===== src/hw/rtl/cmns_pkg.sv =====
`timescale 1ns / 1ps
package cmns_pkg;

   localparam int MAX_FACE_DIM = 128;
   localparam int FACE_COUNT   = 6;
   localparam int DIM_W        = $clog2(MAX_FACE_DIM);
   localparam int SIZE_W       = $clog2(MAX_FACE_DIM + 1);
   localparam int FACE_W       = 3;
   localparam int ADDR_W       = $clog2(FACE_COUNT * MAX_FACE_DIM * MAX_FACE_DIM);
   localparam int MAG_W        = 16;
   localparam int NUM_W        = MAG_W + 1 + SIZE_W;
   localparam int DEN_W        = MAG_W + 1;
   localparam int QUO_W        = NUM_W;
   localparam logic [31:0] DEBUG_COLOR = 32'hff0000ff;
   localparam int Q_DEPTH      = 4;
   localparam int Q_PTR_W      = $clog2(Q_DEPTH);

   typedef enum logic [0:0] {
      OP_WRITE  = 1'b0,
      OP_SAMPLE = 1'b1
   } opcode_type;

   typedef enum logic [0:0] {
      CSR_FACE_WIDTH  = 1'b0,
      CSR_FACE_HEIGHT = 1'b1
   } csr_index_type;

   localparam logic [FACE_W-1:0] FACE_XP = 3'd0;
   localparam logic [FACE_W-1:0] FACE_XN = 3'd1;
   localparam logic [FACE_W-1:0] FACE_ZP = 3'd2;
   localparam logic [FACE_W-1:0] FACE_ZN = 3'd3;
   localparam logic [FACE_W-1:0] FACE_YN = 3'd4;
   localparam logic [FACE_W-1:0] FACE_YP = 3'd5;

   typedef struct packed {
      logic              opcode;
      logic [2:0]        face_sel;
      logic [6:0]        texel_col;
      logic [6:0]        texel_row;
      logic [31:0]       texel_value;
      logic signed [15:0] dir_x;
      logic signed [15:0] dir_y;
      logic signed [15:0] dir_z;
   } req_type;

   typedef struct packed {
      logic [31:0] color;
      logic [2:0]  face_hit;
      logic        bad_direction;
   } rsp_type;

   // front to back: classified item
   typedef struct packed {
      logic              is_write;
      logic              bad;
      logic [FACE_W-1:0] face;
      logic [MAG_W-1:0]  ma;
      logic [MAG_W:0]    nu;    // a + ma, 0..2*ma
      logic [MAG_W:0]    nv;
      logic [6:0]        wcol;
      logic [6:0]        wrow;
      logic [31:0]       wdata;
   } job_type;

endpackage


===== src/hw/rtl/cmns_queue.sv =====
`timescale 1ns / 1ps
module cmns_queue (
   input  logic              clock,
   input  logic              reset,
   input  logic              push,
   input  cmns_pkg::job_type push_job,
   input  logic              pop,
   output logic              empty,
   output logic              almost_full,
   output cmns_pkg::job_type head
);
   import cmns_pkg::*;

   job_type              mem_ff [Q_DEPTH];
   logic [Q_PTR_W-1:0]   wr_ff, rd_ff;
   logic [Q_PTR_W:0]     cnt_ff;

   // store, advance pointers
   always_ff @(posedge clock) begin
      if (reset) begin
         wr_ff  <= '0;
         rd_ff  <= '0;
         cnt_ff <= '0;
      end else begin
         if (push) wr_ff <= wr_ff + 1'b1;
         if (pop)  rd_ff <= rd_ff + 1'b1;
         cnt_ff <= cnt_ff + (Q_PTR_W+1)'(push) - (Q_PTR_W+1)'(pop);
      end
      if (push) mem_ff[wr_ff] <= push_job;
   end

   assign empty       = (cnt_ff == '0);
   // one slot kept for the item already in the front register
   assign almost_full = (cnt_ff >= (Q_PTR_W+1)'(Q_DEPTH - 1));
   assign head        = mem_ff[rd_ff];
endmodule


===== config.mk =====
export PLATFORM = sky130hd
export DESIGN_NAME = cmns_queue
export DESIGN_NICKNAME = d
export VERILOG_FILES = /design/src/hw/rtl/cmns_pkg.sv /design/src/hw/rtl/cmns_queue.sv
export SDC_FILE = /design/constraint.sdc
export NUM_CORES = 1
export LEC_CHECK = 0
export BUFFER_PORTS_ARGS = -buffer_cell sky130_fd_sc_hd__clkbuf_2
export CAP_MARGIN = 20
export CORE_MARGIN = 3
export CORE_UTILIZATION = 51
export CTS_CLUSTER_SIZE = 40
export DETAILED_ROUTE_END_ITERATION = 10
export GPL_ROUTABILITY_DRIVEN = 1
export GPL_TIMING_DRIVEN = 0
export HOLD_SLACK_MARGIN = 0.05
export PLACE_DENSITY = 0.75
export RECOVER_POWER = 100
export SLEW_MARGIN = 15
export SYNTH_ARGS = -nofsm -noshare
export SYNTH_HDL_FRONTEND = slang
export SYNTH_SLANG_ARGS = --single-unit

===== constraint.sdc =====
create_clock -name clock -period 3.2 [get_ports clock]
set_input_delay 0.48 -clock clock [delete_from_list [all_inputs] [get_ports clock]]
set_output_delay 0.48 -clock clock [all_outputs]
set_load 0.02 [all_outputs]

==> run summary <==
The fraction of met3 tracks used by global routing was 4.60%; the achievable frequency was 0.332 GHz. Counting I/O delays and the setup requirement, the final critical path takes 3020 ps. Setup repair after global routing left no endpoint under its margin.

In this run the power density over the cells is 675 nW/um2. The mean area per synthesized cell is 26.3 um2. The tools report the worst-case setup margin in the final layout as 184 ps. The worst path uses 94.3% of the clock period. After detailed routing, the average wire length per cell comes to 22.1 um. For the final routed database, the setup TNS stands at 0 ps.

The logs give 44 for the number of pins exceeding their max-slew limit in the final report and 0 for the number of antenna violations at the first check in global routing. The tools report the summed area of non-filler cells in the final layout as 17700 um2. Cells with a size suffix above 1 make up 28.1% of the layout. The data required time at the worst endpoint is 2720 ps, and the row count is 62.

Buffers added to address setup during post-CTS repair amount to 0. Once the floorplan was initialized, standard cells occupied 52.0% of the core. The area growth from synthesis to layout is 18.2%.

In this run the worst hold path is classified as in2reg. The routed layout has 6748 vias. The tools report the area after detailed placement as 16800 um2. Leaving out fill and tap cells, the most frequent cell in the layout is sky130_fd_sc_hd__edfxtp_1.

The H-tree was split into 2 levels. The cell count after placement was 1171; the number of maximum-capacitance violations was 2. Sorting the synthesized cells by area gives the leading types as sky130_fd_sc_hd__edfxtp_1 (81%), sky130_fd_sc_hd__mux4_2 (15%), sky130_fd_sc_hd__dfxtp_1 (1.2%).

The flip-flop and latch count after synthesis is 413. The proportion of synthesized flip-flops having asynchronous set or reset works out to 0%. In this run the standard cell core region covers 28900 um2. For the final database, setup skew stands at 7.65 ps. Dividing the detail-routed via count by the number of cells gives 5.40. The top cell type by area accounts for 80.8% of the synthesized area. The tools report the number of global-route vias before repair as 7389. The startpoint type of the worst setup path was a flop.

For the worst-skew pair, the clock arrives at the later sink with an insertion delay of 520 ps. Overall die area: 31500 um2. The tools report the highest ir drop seen on vdd as 458 uV.

The floorplan step set the die height to 178 um. The layout has 2071 filler cells. Counting every sink on the clock net gives 413.

The layer flagged by global routing as most heavily used is met2. The placer's final routability congestion estimate came out at 0.683. The commonest register cell after synthesis is sky130_fd_sc_hd__edfxtp_1.

The library cells used most frequently in the layout, excluding fill and tap cells, are sky130_fd_sc_hd__edfxtp_1 (404), sky130_fd_sc_hd__clkbuf_1 (158), sky130_fd_sc_hd__mux4_2 (101), sky130_fd_sc_hd__clkbuf_2 (72), sky130_fd_sc_hd__clkbuf_16 (45). For the pin with the worst max-slew slack, the measured transition is 2090 ps. TritonCTS built the clock tree. Once detailed placement completed, the half-perimeter wirelength came to 17200 um. The number of antenna diodes in the final layout is 0. The die is 178 um wide. Synthesis handed over a netlist of 572 instances.

The number of flops mapped to enable cells by yosys was 404. No sink is reached through more buffers than the 3 on the longest clock path. The tools report the detailed-router iteration count before antenna repair as 5. Leaving out filler cells and counting taps, the final layout contains 1249. Setup violations remaining at the end of the flow were counted as 0. Clock-pin slew was measured on the worst setup and hold paths at 60 ps. Summed over all layers, the routed wires come to 27600 um.

The number of nets in the synthesized netlist is 685. For this design, the CTS-stage hold fixing added 0 buffers. Number of warnings issued by yosys: 0. The root buffer cell chosen for the clock tree is sky130_fd_sc_hd__clkbuf_16.

The global-route wire length before repair is 42200 um, and the worst-case setup slack after placement is 665 ps. The number of remaining DRC errors was 0. The remaining number of nets flagged by the antenna check after routing is 0. The logs give -39.1% for the remaining max-slew budget at the tightest pin and 51 for the largest net degree at the start of global routing.

The netlist uses 20 different library cells. The final reports fail on max-capacitance violations, max-slew violations. sky130_fd_sc_hd__edfxtp_1 takes more of the synthesized area than any other cell. In this run, post-CTS repair resized a total of 0 instances. Of all nets on the critical path, the largest fanout is 10.

The met2 global-route usage came out at 30.4%. Global routing finished with a remaining overflow of 0. The detailed router finished its first iteration with 442 violations.

The worst setup path is captured at an output pin. The total clock buffers created by CTS is 42, and the endpoint arrival time on the critical path is 2540 ps. After synthesis, flip-flops and latches occupy 82.0% of the total area.

Across every metal layer, demand over resource in global routing totals 17.7%. The tools report the final hold violation count as 0. The cell area after synthesis is 15000 um2. The static leakage power is 0.00569 uW. The setup path with the least slack is of type reg2out.

During placement, the flow inserted port buffers numbering 207. For this run, the post-layout net count is 944. During I/O placement, the number of pins put on the boundary was 208. For this run, global-route usage on met1 was measured as 22.9%.

The flow ran to the end, but the final reports show violations.
==> Yosys cell counts (2+ instances only) <==
library cell                 n
sky130_fd_sc_hd__edfxtp_1  404
sky130_fd_sc_hd__buf_6      10
sky130_fd_sc_hd__nor2b_1     2
sky130_fd_sc_hd__clkbuf_1    2
sky130_fd_sc_hd__mux4_2    101
sky130_fd_sc_hd__inv_1       7
sky130_fd_sc_hd__ha_1        7
sky130_fd_sc_hd__nor2_1      5
sky130_fd_sc_hd__and2_1      4
sky130_fd_sc_hd__buf_2      10
sky130_fd_sc_hd__dfxtp_1     9
sky130_fd_sc_hd__xnor2_1     3
==> stage by stage <==
stage / hold slack [ps] / utilization [%] / power, uW
after floorplan: 492 / - / 7230
after global placement: 518 / 57.3 / 7690
after detailed placement: 556 / 58.1 / 7750
after CTS: 145 / 62.5 / 12200
after global routing: 204 / 61.5 / 12400
final: 218 / 61.5 / 12000
==> report_power, final <==
group	internal, uW	switching (uW)
combinational	499	785
sequential	6220	60.4
clock	2570	1850
==> cell families (layout without fill, tap and decap cells) <==
| group | count (synthesis) | count (layout) | synth area share, % |
|---|---|---|---|
| XOR/XNOR | 3 | 3 | 0.175 |
| AND/OR/NAND/NOR | 14 | 14 | 0.483 |
| buffers and inverters | 29 | 322 | 1.31 |
| adder cells (fa/ha/maj) | 8 | 8 | 0.716 |
| flip-flops | 413 | 413 | 82.0 |
| multiplexers | 102 | 102 | 15.2 |
| AO/OA/AOI/OAI | 3 | 3 | 0.133 |
==> worst paths after layout <==
check	from	end	slack (ps)	cells past startpoint
setup / recovery	flop	head[38]	180	4
hold reg to reg	rd_ff[0]$_SDFFE_PP0P_	flop	570	2
setup reg to reg	wr_ff[0]$_SDFFE_PP0P_	mem_ff[2][56]$_DFFE_PP_	260	4
hold / removal	push_job[16]	mem_ff[2][16]$_DFFE_PP_	220	1
==> cell type report <==
| class | instances | area, um2 | area share (%) |
|---|---|---|---|
| Inverter | 7 | 26.3 | 0.148 |
| Buffer | 22 | 169 | 0.952 |
| Tap cell | 384 | 480 | 2.71 |
| Clock inverter | 22 | 90.1 | 0.508 |
| Multi-Input combinational cell | 130 | 2510 | 14.1 |
| Timing Repair Buffer | 215 | 982 | 5.53 |
| Sequential cell | 413 | 12300 | 69.4 |
| Clock buffer | 56 | 1180 | 6.63 |
==> sequential cells by signal, indices dropped and copies added (netlist names), named ones only <==
signal  flops
wr_ff       2
mem_ff    404
rd_ff       2
cnt_ff      3
==> metal layers <==
layer | vias to the layer above | part of all wire (%)
met5 | - | 0
met4 | 0 | 1.6
met3 | 39 | 7.5
met2 | 206 | 52
met1 | 3517 | 39
li1 | 2986 | -
==> critical path, cell delays in order, from the launching register on <==
cell and delay (ps):
sky130_fd_sc_hd__dfxtp_1 320, sky130_fd_sc_hd__clkbuf_1 690, sky130_fd_sc_hd__buf_2 430, sky130_fd_sc_hd__mux4_2 370
sky130_fd_sc_hd__clkbuf_2 200
Note: power is estimated with default switching activity, not from simulation.
