<file path="src/hw/rtl/cmns_pkg.sv">
`timescale 1ns / 1ps
package cmns_pkg;

   localparam int MAX_FACE_DIM = 128;
   localparam int FACE_COUNT   = 6;
   localparam int DIM_W        = $clog2(MAX_FACE_DIM);
   localparam int SIZE_W       = $clog2(MAX_FACE_DIM + 1);
   localparam int FACE_W       = 3;
   localparam int ADDR_W       = $clog2(FACE_COUNT * MAX_FACE_DIM * MAX_FACE_DIM);
   localparam int MAG_W        = 16;
   localparam int NUM_W        = MAG_W + 1 + SIZE_W;
   localparam int DEN_W        = MAG_W + 1;
   localparam int QUO_W        = NUM_W;
   localparam logic [31:0] DEBUG_COLOR = 32'hff0000ff;
   localparam int Q_DEPTH      = 4;
   localparam int Q_PTR_W      = $clog2(Q_DEPTH);

   typedef enum logic [0:0] {
      OP_WRITE  = 1'b0,
      OP_SAMPLE = 1'b1
   } opcode_type;

   typedef enum logic [0:0] {
      CSR_FACE_WIDTH  = 1'b0,
      CSR_FACE_HEIGHT = 1'b1
   } csr_index_type;

   localparam logic [FACE_W-1:0] FACE_XP = 3'd0;
   localparam logic [FACE_W-1:0] FACE_XN = 3'd1;
   localparam logic [FACE_W-1:0] FACE_ZP = 3'd2;
   localparam logic [FACE_W-1:0] FACE_ZN = 3'd3;
   localparam logic [FACE_W-1:0] FACE_YN = 3'd4;
   localparam logic [FACE_W-1:0] FACE_YP = 3'd5;

   typedef struct packed {
      logic              opcode;
      logic [2:0]        face_sel;
      logic [6:0]        texel_col;
      logic [6:0]        texel_row;
      logic [31:0]       texel_value;
      logic signed [15:0] dir_x;
      logic signed [15:0] dir_y;
      logic signed [15:0] dir_z;
   } req_type;

   typedef struct packed {
      logic [31:0] color;
      logic [2:0]  face_hit;
      logic        bad_direction;
   } rsp_type;

   // front to back: classified item
   typedef struct packed {
      logic              is_write;
      logic              bad;
      logic [FACE_W-1:0] face;
      logic [MAG_W-1:0]  ma;
      logic [MAG_W:0]    nu;    // a + ma, 0..2*ma
      logic [MAG_W:0]    nv;
      logic [6:0]        wcol;
      logic [6:0]        wrow;
      logic [31:0]       wdata;
   } job_type;

endpackage

</file>
<file path="src/hw/rtl/cmns_front.sv">
`timescale 1ns / 1ps
module cmns_front (
   input  logic             clock,
   input  logic             reset,
   input  logic             in_valid,
   input  cmns_pkg::req_type in_item,
   input  logic             stall,
   output logic             out_valid,
   output cmns_pkg::job_type out_job
);
   import cmns_pkg::*;

   logic                 valid_ff;
   job_type              job_ff;
   job_type              job_in;
   logic signed [MAG_W:0] x, y, z, au, av;
   logic [MAG_W-1:0]     ax, ay, az;

   // classify major axis and face
   always_comb begin
      x  = {in_item.dir_x[MAG_W-1], in_item.dir_x};
      y  = {in_item.dir_y[MAG_W-1], in_item.dir_y};
      z  = {in_item.dir_z[MAG_W-1], in_item.dir_z};
      ax = x[MAG_W] ? MAG_W'(-x) : x[MAG_W-1:0];
      ay = y[MAG_W] ? MAG_W'(-y) : y[MAG_W-1:0];
      az = z[MAG_W] ? MAG_W'(-z) : z[MAG_W-1:0];
      job_in          = '0;
      job_in.is_write = (in_item.opcode == OP_WRITE);
      job_in.wcol     = in_item.texel_col;
      job_in.wrow     = in_item.texel_row;
      job_in.wdata    = in_item.texel_value;
      au = '0;
      av = '0;
      if (job_in.is_write) begin
         job_in.face = in_item.face_sel;
      end else if (ax == '0 && ay == '0 && az == '0) begin
         job_in.bad = 1'b1;
      end else if (az >= ax && az >= ay) begin
         job_in.ma = az;
         if (!z[MAG_W]) begin
            job_in.face = FACE_ZP; au = -x; av = -y;
         end else begin
            job_in.face = FACE_ZN; au = x;  av = -y;
         end
      end else if (ay >= ax) begin
         job_in.ma = ay;
         if (!y[MAG_W]) begin
            job_in.face = FACE_YP; au = -x; av = z;
         end else begin
            job_in.face = FACE_YN; au = x;  av = z;
         end
      end else begin
         job_in.ma = ax;
         if (!x[MAG_W]) begin
            job_in.face = FACE_XP; au = z;  av = -y;
         end else begin
            job_in.face = FACE_XN; au = -z; av = -y;
         end
      end
      job_in.nu = (MAG_W+1)'(au + $signed({1'b0, job_in.ma}));
      job_in.nv = (MAG_W+1)'(av + $signed({1'b0, job_in.ma}));
   end

   // hold on stall, advance otherwise
   always_ff @(posedge clock) begin
      if (reset) begin
         valid_ff <= 1'b0;
      end else if (!stall) begin
         valid_ff <= in_valid;
      end
      if (!stall) begin
         job_ff <= job_in;
      end
   end

   assign out_valid = valid_ff;
   assign out_job   = job_ff;
endmodule

</file>
<file path="config.mk">
export PLATFORM = sky130hd
export DESIGN_NAME = cmns_front
export DESIGN_NICKNAME = d
export VERILOG_FILES = /design/src/hw/rtl/cmns_pkg.sv /design/src/hw/rtl/cmns_front.sv
export SDC_FILE = /design/constraint.sdc
export NUM_CORES = 1
export LEC_CHECK = 0
export BUFFER_PORTS_ARGS = -buffer_cell sky130_fd_sc_hd__buf_4
export CAP_MARGIN = 20
export CORE_ASPECT_RATIO = 1.4
export CORE_MARGIN = 2
export CORE_UTILIZATION = 51
export CTS_CLUSTER_DIAMETER = 120
export DETAILED_ROUTE_END_ITERATION = 12
export PLACE_DENSITY_LB_ADDON = 0.1
export SLEW_MARGIN = 40
export SYNTH_ARGS = -nofsm -noshare
export SYNTH_HDL_FRONTEND = slang
export SYNTH_SLANG_ARGS = --single-unit
</file>
<file path="constraint.sdc">
create_clock -name clock -period 6.6 [get_ports clock]
set_input_delay 0.33 -clock clock [delete_from_list [all_inputs] [get_ports clock]]
set_output_delay 0.33 -clock clock [all_outputs]
set_load 0.01 [all_outputs]
</file>
==> qor.txt <==
Setup Viol. Count Final - 0
Leading cell types in the layout, fill and taps excluded - buf_4, nor2_1, edfxtp_1
Num Clock Sinks - 102
Worst flop-to-flop path startpoint - out_valid$_SDFFE_PP0N_
Net Sw Power - 0.00103 W
H-tree lvl count - 3
PD cells - 236 mW/mm^2
Post-Synth Simple-Gate Area - 16.8%
Initial Utilization - 52.2%
Synth Area in XOR/XNOR - 11.1%
Worst Hold End - out_valid$_SDFFE_PP0N_
CTS buffer count - 9
Antenna violations before repair - 0
Max IR drop VDD - 0.000169 V
Setup slack after placement - -0.162 ns
Die extent in y - 162 microns
Design Area, Final - 0.0124 sq mm
Max clock buf depth - 2
Via/cell ratio - 5.67
Outcome - complete, no violations
First-pass GRT wire length - 46.6 mm
Diode count - 0
Yosys reg bits - 102
WL per Instance - 20.2 microns
Most common cell after layout, fill and taps aside - buf_4
Drt pass-1 iters - 5
Mapped Cells - 957
Clock Power Share - 17.6%
Post-CTS Hold Fix Bufs - 0
Grt ovf - 0
Hold_sp - reset
Data required time of the worst path - 6.74 ns
Post-Route Skew - 0 ns
GRT Util Overall - 32.3%
Register-to-Register Setup Slack - 5.99 ns
CTS Root Cell - clkbuf_16
Register area share after synthesis - 33.6%
P_int - 0.00189 W
Final WS setup - 0.389 ns
Sw Ratio - 35.3%
Share of the synthesized area in the top cell type - 33.4%
Max Slew Vio Count - 0
Avg Inst Size Synth - 9.49 sq um
Cell variety after synth - 71
Sequential Power Share - 30.6%
Reg2Reg Depth - 2
Synth area leader - edfxtp_1
Netlist Area Pre-Place - 0.00908 sq mm
Largest net degree at the start of global routing - 68
P&R area growth vs syn - 36.2%
Remaining DRCs - 0
Startpoint type of the worst setup path - input port
Final wirelength - 30.9 mm
Static leakage - 5.55 nW
Initial DRC Count - 513
Fin nets - 1476
RR Endpoint - out_valid$_SDFFE_PP0N_
Post-DP Area - 0.0120 sq mm
Max frequency - 0.161 GHz
Arrival time at the worst endpoint - 6.36 ns
Synth warnings - 0
Core footprint - 0.0174 sq mm
Tcrit/Tclk final - 94.1%
Number of synthesized flops with an enable pin - 101
Vias in the first global route - 8622
Synth Area in Adders - 11.7%
CTS tree - built
Mapped Nets - 1143
I/O Pins - 204
Synth area leaders - edfxtp_1, ha_1, xnor2_1, mux2i_1, xor2_1
Hold_ws - 0.145 ns
CP max FO - 19
Ys flop type - edfxtp_1
Clk slew on worst S/H paths - 0.07 ns
Final HPWL DP - 25.5 mm
Die ar. - 0.0189 sq mm
Largest family of logic cells by synthesized area - simple AND/OR/NAND/NOR gates
Vias - 8686
Die width - 117 microns
Share of layout cells above drive strength 1 - 33.4%
Slew headroom - 55.9%
Std-Cell Rows - 57
PortBufs - 203
DRT antenna net count - 0
Mux contribution to synthesized area - 6.23%
CP Capture Type - flop
Hold path depth - 2
Compound-Gate Fraction of Synth Area - 16.2%
Fraction of registers with async set/reset - 0%
Worst Hold Class - input port to flop
Final hold vios - 0
Combinational power share - 51.7%
Max cap viols - 0
Post-route minimum period - 6.21 ns
Worst-margin pin slew - 0.657 ns
Worst skew pair latency - 0.33 ns
Crit path kind - input port to flop
Placer Congestion - 0.967
[timing repair]
item | in CTS | in global routing
buffers inserted | 0 | 1
endpoints found under the setup margin | 0 | 4
gates resized for setup | 0 | 12
[synthesized netlist by cell type, types with 12 or more instances]
cell type and instances:
inv_1 34, xnor2_1 66, mux2i_1 52, a211oi_1 27, nand2b_1 16, nor2_1 104, o21ai_0 38, nor3_1 26
edfxtp_1 101, nand2_1 44, clkbuf_1 42, ha_1 82, a21oi_1 37, or3_1 13, xor2_1 49, o31ai_1 15
nor2b_1 12
[metal layers]
metal	track usage, %	wire, microns	up-vias
met5	0	0	-
met3	3.96	1890	90
li1	-	-	4217
met2	58.4	15800	365
met1	35.4	11200	4014
met4	19.1	2030	0
[stage by stage]
step / cells / power [W] / setup TNS (ns) / util [%]
2_1_floorplan: 957 / 0.00170 / 0 / -
6_report: 1531 / 0.00292 / 0 / 71.1
4_1_cts: 1529 / 0.00291 / 0 / 70.6
3_3_place_gp: 1513 / 0.00237 / -0.0319 / 68.9
3_5_place_dp: 1513 / 0.00239 / -0.169 / 68.9
5_1_grt: 1531 / 0.00308 / -0.0126 / 71.1
[power by group through the flow]
| stage | Sequential, W | Combinational (W) | Clock [W] |
|---|---|---|---|
| 2_1_floorplan | 0.000968 | 0.000728 | 0 |
| 3_3_place_gp | 0.000908 | 0.00146 | 0 |
| 3_5_place_dp | 0.000911 | 0.00148 | 0 |
| 4_1_cts | 0.000898 | 0.00149 | 0.000522 |
| 5_1_grt | 0.000907 | 0.00163 | 0.000537 |
| 6_report | 0.000895 | 0.00151 | 0.000515 |
[cells by family after synthesis]
family                     count (synthesis)
and+or+nand+nor                          297
AOI/OAI and AO/OA                        208
xor gates and xnor gates                 115
DFF                                      102
buffers and inverters                     95
adders and majority gates                 84
muxes                                     56
[cell type report]
class,count,area (sq um)
inverters,34,130
repair buffers,383,2890
multi-input cells,760,5710
clock inverters,6,62.6
clock buffers,10,229
fillers,1430,5030
flip-flops and latches,102,3050
well taps,236,295
[flip-flops by register name, summed over array words and instances (netlist names)]
signal	flops
out_job	101
out_valid	1
[worst max-delay path: stages]
cell	delay (ns)
buf_4	0.11
inv_1	0.07
ha_1	0.16
or3b_1	0.43
o41ai_2	0.38
xor2_1	0.17
buf_4	0.15
buf_4	0.12
or4bb_1	0.39
or4_1	0.66
o41ai_4	0.45
buf_4	0.32
nor2_1	0.11
fa_1	0.43
a211o_1	0.33
a2111oi_1	0.36
buf_4	0.18
o31ai_1	0.11
nor4_2	0.21
o31a_1	0.22
o21ai_1	0.15
nand3_1	0.12
mux2i_1	0.09
a2111oi_2	0.29
[worst max path at each step]
stage / depth (start not counted) / to / from
2_1_floorplan: 26 / out_job[62]$_DFFE_PN_ / in_item[0]
3_3_place_gp: 23 / out_job[62]$_DFFE_PN_ / in_item[16]
3_5_place_dp: 23 / out_job[62]$_DFFE_PN_ / in_item[16]
4_1_cts: 23 / out_job[62]$_DFFE_PN_ / in_item[16]
5_1_grt: 31 / out_job[62]$_DFFE_PN_ / in_item[32]
6_report: 24 / out_job[62]$_DFFE_PN_ / in_item[16]
Note: power is estimated with default switching activity, not from simulation.
